[src/rtl/core/owd_pkg.sv]
// Shared types, constants and classification functions for the outage window detector.
package owd_pkg;

    localparam int TIME_W  = 40;
    localparam int COUNT_W = 12;
    localparam int DUR_W   = 31;
    localparam int RISK_W  = 2;
    localparam int CONF_W  = 4;

    localparam int S_TDATA_W = 56;
    localparam int M_TDATA_W = 136;

    localparam logic [RISK_W-1:0] RISK_LOW      = 2'd0;
    localparam logic [RISK_W-1:0] RISK_MEDIUM   = 2'd1;
    localparam logic [RISK_W-1:0] RISK_HIGH     = 2'd2;
    localparam logic [RISK_W-1:0] RISK_CRITICAL = 2'd3;

    localparam logic [TIME_W-1:0]  SHORT_LIMIT = 40'd60;
    localparam logic [TIME_W-1:0]  LONG_LIMIT  = 40'd300;
    localparam logic [COUNT_W-1:0] COUNT_NONE  = '1;
    localparam logic [COUNT_W-1:0] COUNT_LOW   = 12'd2;
    localparam logic [COUNT_W-1:0] COUNT_THIN  = 12'd3;
    localparam logic [COUNT_W-1:0] COUNT_GOOD  = 12'd4;
    localparam logic [CONF_W-1:0]  CONF_BASE    = 4'd5;
    localparam logic [CONF_W-1:0]  CONF_ONGOING = 4'd7;

    typedef struct packed {
        logic [COUNT_W-1:0] available_count;
        logic [TIME_W-1:0]  sample_time;
        logic               outage_flag;
        logic               is_last;
    } sample_t;

    typedef struct packed {
        logic [CONF_W-1:0]  confidence_tenths;
        logic [COUNT_W-1:0] least_avail;
        logic [RISK_W-1:0]  risk_class;
        logic [DUR_W-1:0]   window_duration;
        logic [TIME_W-1:0]  window_end;
        logic [TIME_W-1:0]  window_start;
        logic               ongoing;
    } window_t;

    function automatic logic [RISK_W-1:0] classify_risk(
        input logic [COUNT_W-1:0] least,
        input logic [TIME_W-1:0]  dur
    );
        logic [RISK_W-1:0] risk;
        if (least == '0) begin
            risk = RISK_CRITICAL;
        end else if (least <= COUNT_LOW && dur > LONG_LIMIT) begin
            risk = RISK_HIGH;
        end else if (least <= COUNT_THIN && dur > SHORT_LIMIT) begin
            risk = RISK_MEDIUM;
        end else begin
            risk = RISK_LOW;
        end
        return risk;
    endfunction

    // The score stays within 4..9, so no clamping is needed.
    function automatic logic [CONF_W-1:0] score_tenths(
        input logic [COUNT_W-1:0] least,
        input logic [TIME_W-1:0]  dur,
        input logic [RISK_W-1:0]  risk
    );
        logic [CONF_W-1:0] c;
        c = CONF_BASE;
        if (least >= COUNT_GOOD) begin
            c = c + 4'd2;
        end else if (least >= COUNT_LOW) begin
            c = c + 4'd1;
        end
        if (dur <= SHORT_LIMIT) begin
            c = c + 4'd2;
        end else if (dur <= LONG_LIMIT) begin
            c = c + 4'd1;
        end
        if (risk == RISK_CRITICAL) begin
            c = c - 4'd1;
        end
        return c;
    endfunction

endpackage

[src/rtl/core/owd_tracker.sv]
// Outage state tracking and window computation for one registered sample.
module owd_tracker (
    input  logic              aclk,
    input  logic              aresetn,
    input  logic              take,
    input  owd_pkg::sample_t  sample,
    output logic              win_valid,
    output owd_pkg::window_t  win
);

    logic                         window_open_reg, window_open_next;
    logic [owd_pkg::TIME_W-1:0]   open_time_reg, open_time_next;
    logic [owd_pkg::COUNT_W-1:0]  least_count_reg, least_count_next;

    logic [owd_pkg::TIME_W-1:0]   start;
    logic [owd_pkg::COUNT_W-1:0]  least_base;
    logic [owd_pkg::COUNT_W-1:0]  least_new;
    logic [owd_pkg::TIME_W-1:0]   diff;
    logic [owd_pkg::TIME_W-1:0]   dur;
    logic [owd_pkg::RISK_W-1:0]   risk;

    always_comb begin
        start      = window_open_reg ? open_time_reg : sample.sample_time;
        least_base = window_open_reg ? least_count_reg : owd_pkg::COUNT_NONE;
        least_new  = (sample.available_count < least_base) ? sample.available_count
                                                           : least_base;
        diff       = sample.sample_time - start;
        dur        = (sample.sample_time < start) ? '0 : diff;
        risk       = owd_pkg::classify_risk(least_new, dur);

        win.window_start = start;
        win.window_end   = sample.sample_time;
        if (dur[owd_pkg::TIME_W-1:owd_pkg::DUR_W] != '0) begin
            win.window_duration = '1;
        end else begin
            win.window_duration = dur[owd_pkg::DUR_W-1:0];
        end

        if (sample.outage_flag) begin
            win_valid             = sample.is_last;
            win.risk_class        = owd_pkg::RISK_HIGH;
            win.least_avail       = '0;
            win.confidence_tenths = owd_pkg::CONF_ONGOING;
            win.ongoing           = 1'b1;
        end else begin
            win_valid             = window_open_reg;
            win.risk_class        = risk;
            win.least_avail       = least_new;
            win.confidence_tenths = owd_pkg::score_tenths(least_new, dur, risk);
            win.ongoing           = 1'b0;
        end

        window_open_next = window_open_reg;
        open_time_next   = open_time_reg;
        least_count_next = least_count_reg;
        if (take) begin
            if (sample.is_last) begin
                window_open_next = 1'b0;
                open_time_next   = '0;
                least_count_next = owd_pkg::COUNT_NONE;
            end else if (sample.outage_flag) begin
                window_open_next = 1'b1;
                open_time_next   = start;
                least_count_next = least_new;
            end else begin
                window_open_next = 1'b0;
                least_count_next = owd_pkg::COUNT_NONE;
            end
        end
    end

    always_ff @(posedge aclk) begin
        if (!aresetn) begin
            window_open_reg <= 1'b0;
            open_time_reg   <= '0;
            least_count_reg <= owd_pkg::COUNT_NONE;
        end else begin
            window_open_reg <= window_open_next;
            open_time_reg   <= open_time_next;
            least_count_reg <= least_count_next;
        end
    end

endmodule

[src/rtl/core/owd_out_reg.sv]
// Result register that holds one window word for the master side.
module owd_out_reg (
    input  logic                              aclk,
    input  logic                              aresetn,
    input  logic                              load,
    input  logic                              win_valid,
    input  owd_pkg::window_t                  win,
    output logic                              free,
    output logic                              m_tvalid,
    input  logic                              m_tready,
    output logic [owd_pkg::M_TDATA_W-1:0]     m_tdata,
    output logic                              m_tuser
);

    logic             valid_reg, valid_next;
    owd_pkg::window_t win_reg, win_next;

    always_comb begin
        free       = !valid_reg || m_tready;
        valid_next = valid_reg && !m_tready;
        win_next   = win_reg;
        if (load) begin
            valid_next = win_valid;
            win_next   = win;
        end
    end

    always_ff @(posedge aclk) begin
        if (!aresetn) begin
            valid_reg <= 1'b0;
        end else begin
            valid_reg <= valid_next;
        end
    end

    always_ff @(posedge aclk) begin
        win_reg <= win_next;
    end

    assign m_tvalid = valid_reg;
    assign m_tuser  = win_reg.ongoing;
    assign m_tdata  = {7'd0,
                       win_reg.confidence_tenths,
                       win_reg.least_avail,
                       win_reg.risk_class,
                       win_reg.window_duration,
                       win_reg.window_end,
                       win_reg.window_start};

endmodule

[src/rtl/core/outage_window_detector.sv]
// Top level of the outage window detector: input register, tracker and result register.
//
//  Channel  Direction  Payload
//  s_       in         tdata: sample_time, available_count; tuser: outage_flag; tlast: is_last
//  m_       out        tdata: window start, end, duration, risk, min count, confidence;
//                      tuser: ongoing
//
// One word is accepted per cycle while m_tready does not stall the result register; each
// sample passes through the input register and the tracker state update into the result register.
// Reset returns the outage state to closed and empties both registers.
// A stall on m_tready holds the result register and backs up into s_tready.
module outage_window_detector (
    input  logic                               aclk,
    input  logic                               aresetn,
    input  logic                               s_tvalid,
    output logic                               s_tready,
    input  logic [owd_pkg::S_TDATA_W-1:0]      s_tdata,  // sample_time, available_count
    input  logic                               s_tuser,  // outage_flag
    input  logic                               s_tlast,
    output logic                               m_tvalid,
    input  logic                               m_tready,
    output logic [owd_pkg::M_TDATA_W-1:0]      m_tdata,  // start, end, duration, risk,
                                                         // least_avail, confidence
    output logic                               m_tuser   // ongoing
);

    logic              in_valid_reg, in_valid_next;
    owd_pkg::sample_t  in_reg, in_next;
    logic              out_free;
    logic              take;
    logic              win_valid;
    owd_pkg::window_t  win;

    assign take     = in_valid_reg && out_free;
    assign s_tready = !in_valid_reg || out_free;

    always_comb begin
        in_valid_next = in_valid_reg && !take;
        in_next       = in_reg;
        if (s_tvalid && s_tready) begin
            in_valid_next           = 1'b1;
            in_next.sample_time     = s_tdata[owd_pkg::TIME_W-1:0];
            in_next.available_count =
                s_tdata[owd_pkg::TIME_W+owd_pkg::COUNT_W-1:owd_pkg::TIME_W];
            in_next.outage_flag     = s_tuser;
            in_next.is_last         = s_tlast;
        end
    end

    always_ff @(posedge aclk) begin
        if (!aresetn) begin
            in_valid_reg <= 1'b0;
        end else begin
            in_valid_reg <= in_valid_next;
        end
    end

    always_ff @(posedge aclk) begin
        in_reg <= in_next;
    end

    owd_tracker u_tracker (
        .aclk      (aclk),
        .aresetn   (aresetn),
        .take      (take),
        .sample    (in_reg),
        .win_valid (win_valid),
        .win       (win)
    );

    owd_out_reg u_out_reg (
        .aclk      (aclk),
        .aresetn   (aresetn),
        .load      (take),
        .win_valid (win_valid),
        .win       (win),
        .free      (out_free),
        .m_tvalid  (m_tvalid),
        .m_tready  (m_tready),
        .m_tdata   (m_tdata),
        .m_tuser   (m_tuser)
    );

endmodule
[config.mk]
export PLATFORM = sky130hd
export DESIGN_NAME = outage_window_detector
export DESIGN_NICKNAME = d
export VERILOG_FILES = /design/src/rtl/core/owd_pkg.sv /design/src/rtl/core/owd_tracker.sv /design/src/rtl/core/owd_out_reg.sv /design/src/rtl/core/outage_window_detector.sv
export SDC_FILE = /design/constraint.sdc
export NUM_CORES = 1
export LEC_CHECK = 0
export CORE_MARGIN = 1.5
export CORE_UTILIZATION = 31
export DETAILED_ROUTE_END_ITERATION = 8
export DONT_BUFFER_PORTS = 1
export GPL_ROUTABILITY_DRIVEN = 0
export PLACE_DENSITY_LB_ADDON = 0.05
export SYNTH_ARGS = -nofsm -noshare
export SYNTH_HDL_FRONTEND = slang
export SYNTH_SLANG_ARGS = --single-unit
[constraint.sdc]
create_clock -name aclk -period 7.8 [get_ports aclk]
set_input_delay 0 -clock aclk [delete_from_list [all_inputs] [get_ports aclk]]
set_output_delay 0 -clock aclk [all_outputs]
set_load 0.01 [all_outputs]
[Word level (Yosys, flattened, before mapping)]
Index checks and enable logic that the tools add are counted.
Word-level totals
  input port bits: 62
  word-level logic and storage cells: 70
  flip-flop bits (word level): 239
Cells by class
  reductions and logical operators: 16
  add/subtract/negate cells: 4
  equal/unequal tests: 1
  $lt $le $gt $ge: 10
  muxes and demuxes: 23
Operator list (number)
  $mux W40: 4
  $mux W12: 4
  $gt A40 B6 Y1 const B: 1
  $gt A40 B9 Y1 const B: 1
  $le A40 B6 Y1 const B: 1
  $le A40 B9 Y1 const B: 1
  $lt A40 B40 Y1: 1
  $sub A40 B40 Y40: 1
  $le A12 B2 Y1 const B: 2
  $mux W4: 6
  $ge A12 B2 Y1 const B: 1
  $ge A12 B3 Y1 const B: 1
  $logic_not A12 Y1: 1
  $lt A12 B12 Y1: 1
  $reduce_bool A9 Y1: 1
  $logic_and A1 B1 Y1: 6
  $mux W1: 6
  $mux W2: 3
  $add A4 B1 Y4 const B: 1
  $add A4 B2 Y4 const B: 1
  $logic_not A1 Y1: 4
  $sub A4 B1 Y4 const B: 1
  $eq A2 B2 Y1 const B: 1
  $logic_or A1 B1 Y1: 2
  other kinds (2): 2

[Logic depth before layout (Yosys ltp)]
Gate-level depths: netlist of run 1.
  depth after elaboration: 13
  gate-level depth with buffers: 22

[Hierarchy]
From an unflattened synthesis of run 1, not the netlist that was laid out.
Unflattened totals
  cells, all modules: 1149
  area, all modules: 12668.4 µm²
Modules (own cells, without submodules)
  owd_tracker: cells each 946, area an instance 6979.2 µm², instances 1
  owd_out_reg: cells each 143, area an instance 4002.6 µm², instances 1
  outage_window_detector: cells each 60, area an instance 1686.6 µm², instances 1

[Worst setup path after synthesis of run 1]
No wires, ideal clock.
  path type: register -> register
  from: register u_out_reg.valid_reg, in the netlist u_out_reg.m_tvalid
  to: register u_out_reg.win_reg, in the netlist u_out_reg.m_tdata[0] (enable)
  setup time: 543 ps
  stages on the path, launching flop included: 5
  data required time: 7257 ps
  setup slack: 2792 ps
  arrival time: 4465 ps
  period minus slack after synthesis: 5008 ps
  cells stage by stage: dfxtp_1 -> nor2b_1 -> nor2b_1 -> clkbuf_1 -> clkbuf_1
On the way
  longest elaborated chain between the ends: 3
RTL lines
  start, declared: line owd_out_reg.sv:15  | logic valid_reg, valid_next;
  start signal, assigned: line owd_out_reg.sv:32  | valid_reg <= valid_next;
  $logic_not A1 Y1: line owd_out_reg.sv:19  | free = !valid_reg || m_tready;
  $logic_or A1 B1 Y1: line owd_out_reg.sv:19
  $logic_and A1 B1 Y1: line outage_window_detector.sv:34  | assign take = in_valid_reg && out_free;
  named net take: line outage_window_detector.sv:30  | logic take;
  end signal, assigned: line owd_out_reg.sv:37  | win_reg <= win_next;
  end, declared: line owd_out_reg.sv:16  | owd_pkg::window_t win_reg, win_next;
The timed path passes the listed nets, and every way through them passes these cells.
A chain may end at the register's enable or synchronous reset.

==> run_results.csv, run 1 <==
group,metric,value,unit
synth,yosys-top-cells-count,"edfxtp_1 (184), nand2_1 (86), a21oi_1 (76), nor2_1 (74), dfxtp_1 (55)",
clock_tree,clock_sinks,239,
pwr,ir_drop,0.1666,mV
clock_tree,cts_made_buffers,29,
route,dr.pass1.iters,4,
synth,synth-adder-area-share,5.768,%
clock_tree,clock_path_buffers,3,
layout,instances_no_fill,1640,
timing,fin_crit,5.477,ns
synth,async_reset_ff_share,0,%
synth,ys.warnings.count,0,
critical_path,crit_path_max_fanout,23,
route,drt_iter0_markers,347,
clock_tree,post_cts_resized,0,
layout,nNetsFinal,1223,
critical_path,worstPathArrival,5.85,ns
run,cap_violations,0,
floorplanning,core_region_area,37670,um^2
clock_tree,clk_pin_slew,0.06,ns
floorplanning,start_util,31.44,%
synth,syn-cell-area,11840,um^2
grt,first_global_vias,8040,
status,status,"finished, final reports clean",
timing,tightest_slew,0.9182,ns
timing,rsz0062_at_grt,"false",
synth,post-synth-top-area-cell,"edfxtp_1",
synth,synth.area.mux_share,4.236,%
synth,synth_area_per_cell,11.25,um^2
synth,synth_most_common_cell,"edfxtp_1",
placed_design,dp.cells,1528,
clock_tree,post-cts-setup-buffer-count,0,
hold_path,min_to,"in_reg[12]",
critical_path,timing.rr.end,"u_out_reg.m_tdata[126]",
layout,syn_to_final_growth,18.05,%
route,wl,32360,um
layout,num_antenna_cells,0,
synth,synth_edf_count,184,
clock_tree,cts_hold_buf,59,
timing,worst_hold_slack,0.05978,ns
grt,grt_usage,16.36,%
critical_path,crit_type,"reg -> reg",
timing,fmax,0.1826,GHz
critical_path,startpoint_type,"flop",
grt,grt_pass1_wl,49180,um
layout,drive_above_1_share,10.98,%
synth,synth_xor_area_share,2.662,%
synth,synth_top_family_by_area,"simple AND/OR/NAND/NOR gates",
hold_path,hold_depth,1,
grt,grt_max_degree,146,
timing,setup_viol,0,
floorplanning,ios,201,
placed_design,hpwl,22160,um
timing,hold_violations,0,
timing,slew_headroom,38.79,%
clock_tree,cts_max_level,1,
pwr,p_leak,4.997,nW
critical_path,regToRegSetupSlack,2.32,ns
route,vias,8067,
synth,ys_seq_area_share,55.95,%
synth,synth_compound_area_share,13.83,%
hold_path,worstHoldStart,"s_tdata[10]",
route,drcViolationCount,0,
route,drt-vias-per-instance,4.919,
route,drtAntennaViolNets,0,
route,wl_per_cell,19.73,um
timing,layout_worst_path_cycle_share,70.22,%
grt,overflow,0,
floorplanning,die_area,39390,um^2
timing,setup-tns-final,0,ns
critical_path,cp.required,8.17,ns
timing,finalMaxSlewViolations,0,
floorplanning,die_h,198.5,um
synth,postSynthCellCount,1053,
clock_tree,cts-root-buf,"clkbuf_16",
pwr,power_density,240.3,nW/um^2
hold_path,hold_path.class,"in -> reg",
synth,synth_area_leaders,"edfxtp_1 (47%), dfxtp_1 (9.3%), ha_1 (5.6%), mux2_2 (3.9%), a21oi_1 (3.2%)",
synth,synth_top_area_share,46.65,%
critical_path,reg2regPathDepth,19,
floorplanning,core.rowCount,71,
synth,synth-simple-area-share,13.86,%
critical_path,rr_startpoint,"u_tracker.window_open_reg",
timing,fin_skew,0.02023,ns
floorplanning,fp.dieW,198.5,um
clock_tree,clock_latency,0.56,ns
layout,largest_reg_flops,129,
grt,antenna_found_initial,0,
critical_path,worstSetupStartpoint,"u_tracker.window_open_reg",
clock_tree,cts_tree,"built",
critical_path,setup.worst_path.end_class,"flop",
synth,synthFlopType,"edfxtp_1",
synth,ys_types,78,
placed_design,portBuffers,0,
synth,ys_ff_latch,239,
## cell families (layout without fill, tap and decap cells)
| family | after synthesis | count (layout) |
|---|---|---|
| flip-flops | 239 | 239 |
| XOR/XNOR | 36 | 36 |
| multiplexers | 45 | 45 |
| buffers and inverters | 105 | 175 |
| adder cells (fa/ha/maj) | 54 | 54 |
| other | 1 | 7 |
| AO/OA/AOI/OAI | 252 | 252 |
| AND/OR/NAND/NOR | 321 | 321 |
## metrics by stage
stage | utilization [%] | setup WS (ns) | power, mW | cell area [um^2]
global route | 37.12 | 1.901 | 3.517 | 13980
CTS | 37.12 | 2.222 | 3.420 | 13980
global placement | 32.88 | 2.303 | 1.961 | 12380
floorplan | - | 2.792 | 1.831 | 11870
finish | 37.12 | 2.323 | 3.359 | 13980
detailed placement | 32.88 | 2.235 | 1.959 | 12380
## power by group
group / switching, mW / internal, mW / total [mW]
Combinational: 0.291 / 0.168 / 0.459
Clock: 0.539 / 0.863 / 1.40
Sequential: 0.0541 / 1.44 / 1.50
Total: 0.883 / 2.48 / 3.36
## worst max-delay path, stage by stage (launching register included)
cell	delay (ns)
dfxtp_2	0.60
buf_4	0.39
nand2_1	0.08
o21ai_0	0.17
ha_1	0.27
inv_1	0.06
fa_1	0.42
nand3_1	0.16
a211o_1	0.14
o211ai_1	0.27
a211oi_1	0.44
nor2_1	0.11
xnor2_1	0.31
o2111ai_1	0.20
or4_4	0.58
and4bb_1	0.33
o22a_2	0.19
or2_1	0.11
ha_1	0.22
o221ai_1	0.24
## metal layers
layer	global-route usage, %	vias up	share of wire (%)
met5	0	-	0
met4	4.658	0	2.1
met3	3.391	38	5.3
met2	25.58	167	44
met1	22.82	3897	48
li1	-	3965	-
## area by class of cell
cell class / instances / area (um^2)
clock buffers: 35 / 768.2
inverters: 53 / 198.9
well taps: 511 / 639.4
clock inverters: 18 / 221.5
repair buffers: 69 / 695.7
fillers: 3744 / 23680
flip-flops and latches: 239 / 6628
multi-input cells: 715 / 4831
## cell usage in the layout (no fill, tap or decap), drive strengths merged, types with 18 or more instances in the layout
cell type,Yosys,layout
a21oi,76,76
a22oi,40,40
clkbuf,33,35
dfxtp,55,55
dlygate4sd3,0,58
edfxtp,184,184
ha,53,53
inv,53,54
mux2,41,41
nand2,87,87
nand2b,18,18
nand4,21,21
nor2,74,74
nor2b,52,52
o21ai,58,58
xor2,24,24
## how the worst max path moves through the flow
stage                             endpoint  slack (ns)  depth (start not counted)
finish              u_out_reg.m_tdata[126]        2.32                         19
global route        u_out_reg.m_tdata[126]        1.90                         19
CTS                 u_out_reg.m_tdata[126]        2.22                         19
detailed placement  u_out_reg.m_tdata[126]        2.24                         19
global placement    u_out_reg.m_tdata[126]        2.30                         19
floorplan             u_out_reg.m_tdata[0]        2.79                          4
(Power assumes the default switching activity.)
==> run 2, diff against run 1 <==
- ABC_AREA: unset -> 1
- clock period: 7.8 -> 5.1 ns (I/O delays scaled with it)
==> run 2 against run 1 <==
Net effect: setup slack worse by 1.7 ns; clock power grew 34%; die area up 8.6%; hold slack got worse by 0.025 ns; final cell count increased by 30%; core utilization shrank 0.71 points; sequential power is 53% higher; register-to-register slack got worse by 1.7 ns; maximum frequency increased by 21%; power rose by 52%; synthesized area rose by 8.8%; clock skew is 0.011 ns lower; largest cell class unchanged.
==> run_results.csv, run 2 <==
group,metric,value,unit
status,status,"finished, final reports clean",
layout,layout_common_cells,"nand2_1 (489), inv_1 (206), edfxtp_1 (184)",
timing,setup_viol,0,
route,drt-vias-per-instance,4.585,
floorplanning,ios,201,
synth,ys_types,45,
layout,layout_commonest_cell,"nand2_1",
synth,synth_area_per_cell,8.493,um^2
timing,layout_worst_path_cycle_share,88.45,%
critical_path,cpPeakStageDelay,0.47,ns
timing,hold_violations,0,
layout,multi_input_area,5226,um^2
pwr,ir_drop,0.2442,mV
clock_tree,clk_pin_slew,0.06,ns
floorplanning,core.rowCount,74,
critical_path,crit_path_max_fanout,34,
layout,fillCellCount,4266,
route,vias,9780,
timing,worst_hold_slack,0.03519,ns
critical_path,cp_top_family,"simple AND/OR/NAND/NOR gates",
floorplanning,start_util,31.48,%
layout,nNetsFinal,1696,
critical_path,worstPathArrival,4.82,ns
synth,synth_area_leaders,"edfxtp_1 (43%), nand2_1 (14%), dfxtp_1 (8.5%), inv_1 (6.1%), ha_1 (5.1%)",
grt,antenna_found_initial,0,
clock_tree,cts_max_level,1,
synth,synth_most_common_cell,"nand2_1",
timing,tightest_slew,0.9301,ns
grt,overflow,0,
floorplanning,core_region_area,40920,um^2
timing,rsz0062_at_grt,"false",
synth,ys_seq_area_share,51.43,%
synth,synthFlopType,"edfxtp_1",
clock_tree,cts_made_buffers,28,
synth,ys_ff_latch,239,
floorplanning,fp.dieW,206.9,um
route,dr.pass1.iters,6,
route,wl,36490,um
route,drtAntennaViolNets,0,
placed_design,hpwl,28080,um
clock_tree,clock_latency,0.55,ns
grt,grt_pass1_wl,55980,um
floorplanning,die_area,42790,um^2
synth,synth-simple-area-share,26.32,%
critical_path,path_buf_inv,6,
synth,synth-adder-area-share,5.303,%
timing,finalMaxSlewViolations,0,
grt,grt_usage,17.14,%
layout,seq_area,6626,um^2
clock_tree,cts-root-buf,"clkbuf_16",
timing,setup-tns-final,0,ns
grt,first_global_vias,9612,
timing,fmax,0.2217,GHz
grt,grt_max_degree,73,
synth,synth_top_family_by_area,"simple AND/OR/NAND/NOR gates",
critical_path,cp.required,5.41,ns
synth,synth_edf_count,184,
synth,async_reset_ff_share,0,%
synth,synth_xor_area_share,0.7478,%
clock_tree,clock_sinks,239,
synth,synth_top_area_share,42.89,%
hold_path,hold_path.class,"in -> reg",
pwr,p_leak,6.250,nW
critical_path,startpoint_type,"flop",
placed_design,placed_area,13450,um^2
route,drt_iter0_markers,431,
route,drcViolationCount,0,
synth,synth_compound_area_share,7.905,%
critical_path,setup.worst_path.end_class,"flop",
synth,post-synth-top-area-cell,"edfxtp_1",
synth,ys.warnings.count,0,
critical_path,crit_type,"reg -> reg",
critical_path,crit_path_frequent_cell,"nand2_1",
layout,largest_reg_flops,129,
layout,drive_above_1_share,9.994,%
placed_design,portBuffers,0,
timing,fin_skew,0.009470,ns
clock_tree,clock_path_buffers,3,
critical_path,worst_path_max_delay_cell,"ha_1",
floorplanning,die_h,206.9,um
synth,yosys-top-cells-count,"nand2_1 (489), inv_1 (208), edfxtp_1 (184), nor2_1 (102), a21oi_1 (79)",
route,wl_per_cell,17.11,um
timing,fin_crit,4.511,ns
timing,slew_headroom,37.90,%
layout,syn_to_final_growth,15.67,%
layout,stdcell_area,14900,um^2
run,cap_violations,0,
clock_tree,cts_tree,"built",
synth,synth.area.mux_share,0,%
synth,postSynthCellCount,1517,
layout,fin_util,36.42,%
clock_tree,post_cts_resized,0,
synth,syn-cell-area,12880,um^2
layout,num_antenna_cells,0,
pwr,power_density,341.9,nW/um^2
[run 2: power by group]
| group | internal [mW] | leakage [nW] | switching (mW) |
|---|---|---|---|
| registers | 2.21 | 2.13 | 0.0784 |
| clock network | 1.10 | 0.429 | 0.775 |
| logic | 0.289 | 3.69 | 0.637 |
| total | 3.60 | 6.25 | 1.49 |
[run 2: cell type report]
class | count | share of cell area, %
clock buffers | 38 | 5.163
clock inverters | 13 | 0.6045
inverters | 221 | 5.600
multi-input cells | 1021 | 35.07
flip-flops and latches | 239 | 44.46
well taps | 532 | 4.466
repair buffers | 69 | 4.634
[run 2: worst paths after layout]
path | start | end | slack, ns | cells past startpoint
min reg2reg | u_tracker.open_time_reg[19] | u_tracker.open_time_reg[19] | 0.46 | 2
min | aresetn | u_tracker.open_time_reg[18] | 0.04 | 2
max | u_tracker.window_open_reg | u_out_reg.m_tdata[126] | 0.59 | 25
max reg2reg | u_tracker.window_open_reg | u_out_reg.m_tdata[126] | 0.59 | 25
[run 2: metal layers]
layer	track usage [%]	share of wire (%)	vias up
met5	0	0	-
met4	4.676	2.3	0
met3	3.328	5.0	42
met2	27.54	45	206
met1	23.49	48	4510
li1	-	-	5022
[run 2: repair_timing]
action,CTS,global route
hold endpoints to repair,84,0
hold buffers,59,0
setup endpoints to repair,0,0
buffers inserted,0,0
[run 2: kinds of logic (layout without fill, tap and decap cells)]
| group | count (synthesis) | after routing |
|---|---|---|
| other | 1 | 7 |
| buffers and inverters | 263 | 341 |
| and+or+nand+nor | 763 | 763 |
| xor gates and xnor gates | 11 | 11 |
| adders and majority gates | 54 | 54 |
| DFF | 239 | 239 |
| AOI/OAI and AO/OA | 186 | 186 |
[run 2: metrics by stage]
stage	instances	total power, mW	setup slack [ns]
after floorplan	1523	2.969	0.2613
after detailed placement	2023	3.236	0.5347
after CTS	2133	5.197	0.5140
after global placement	2023	3.238	0.5257
after global routing	2133	5.374	0.08613
final	2133	5.095	0.5891
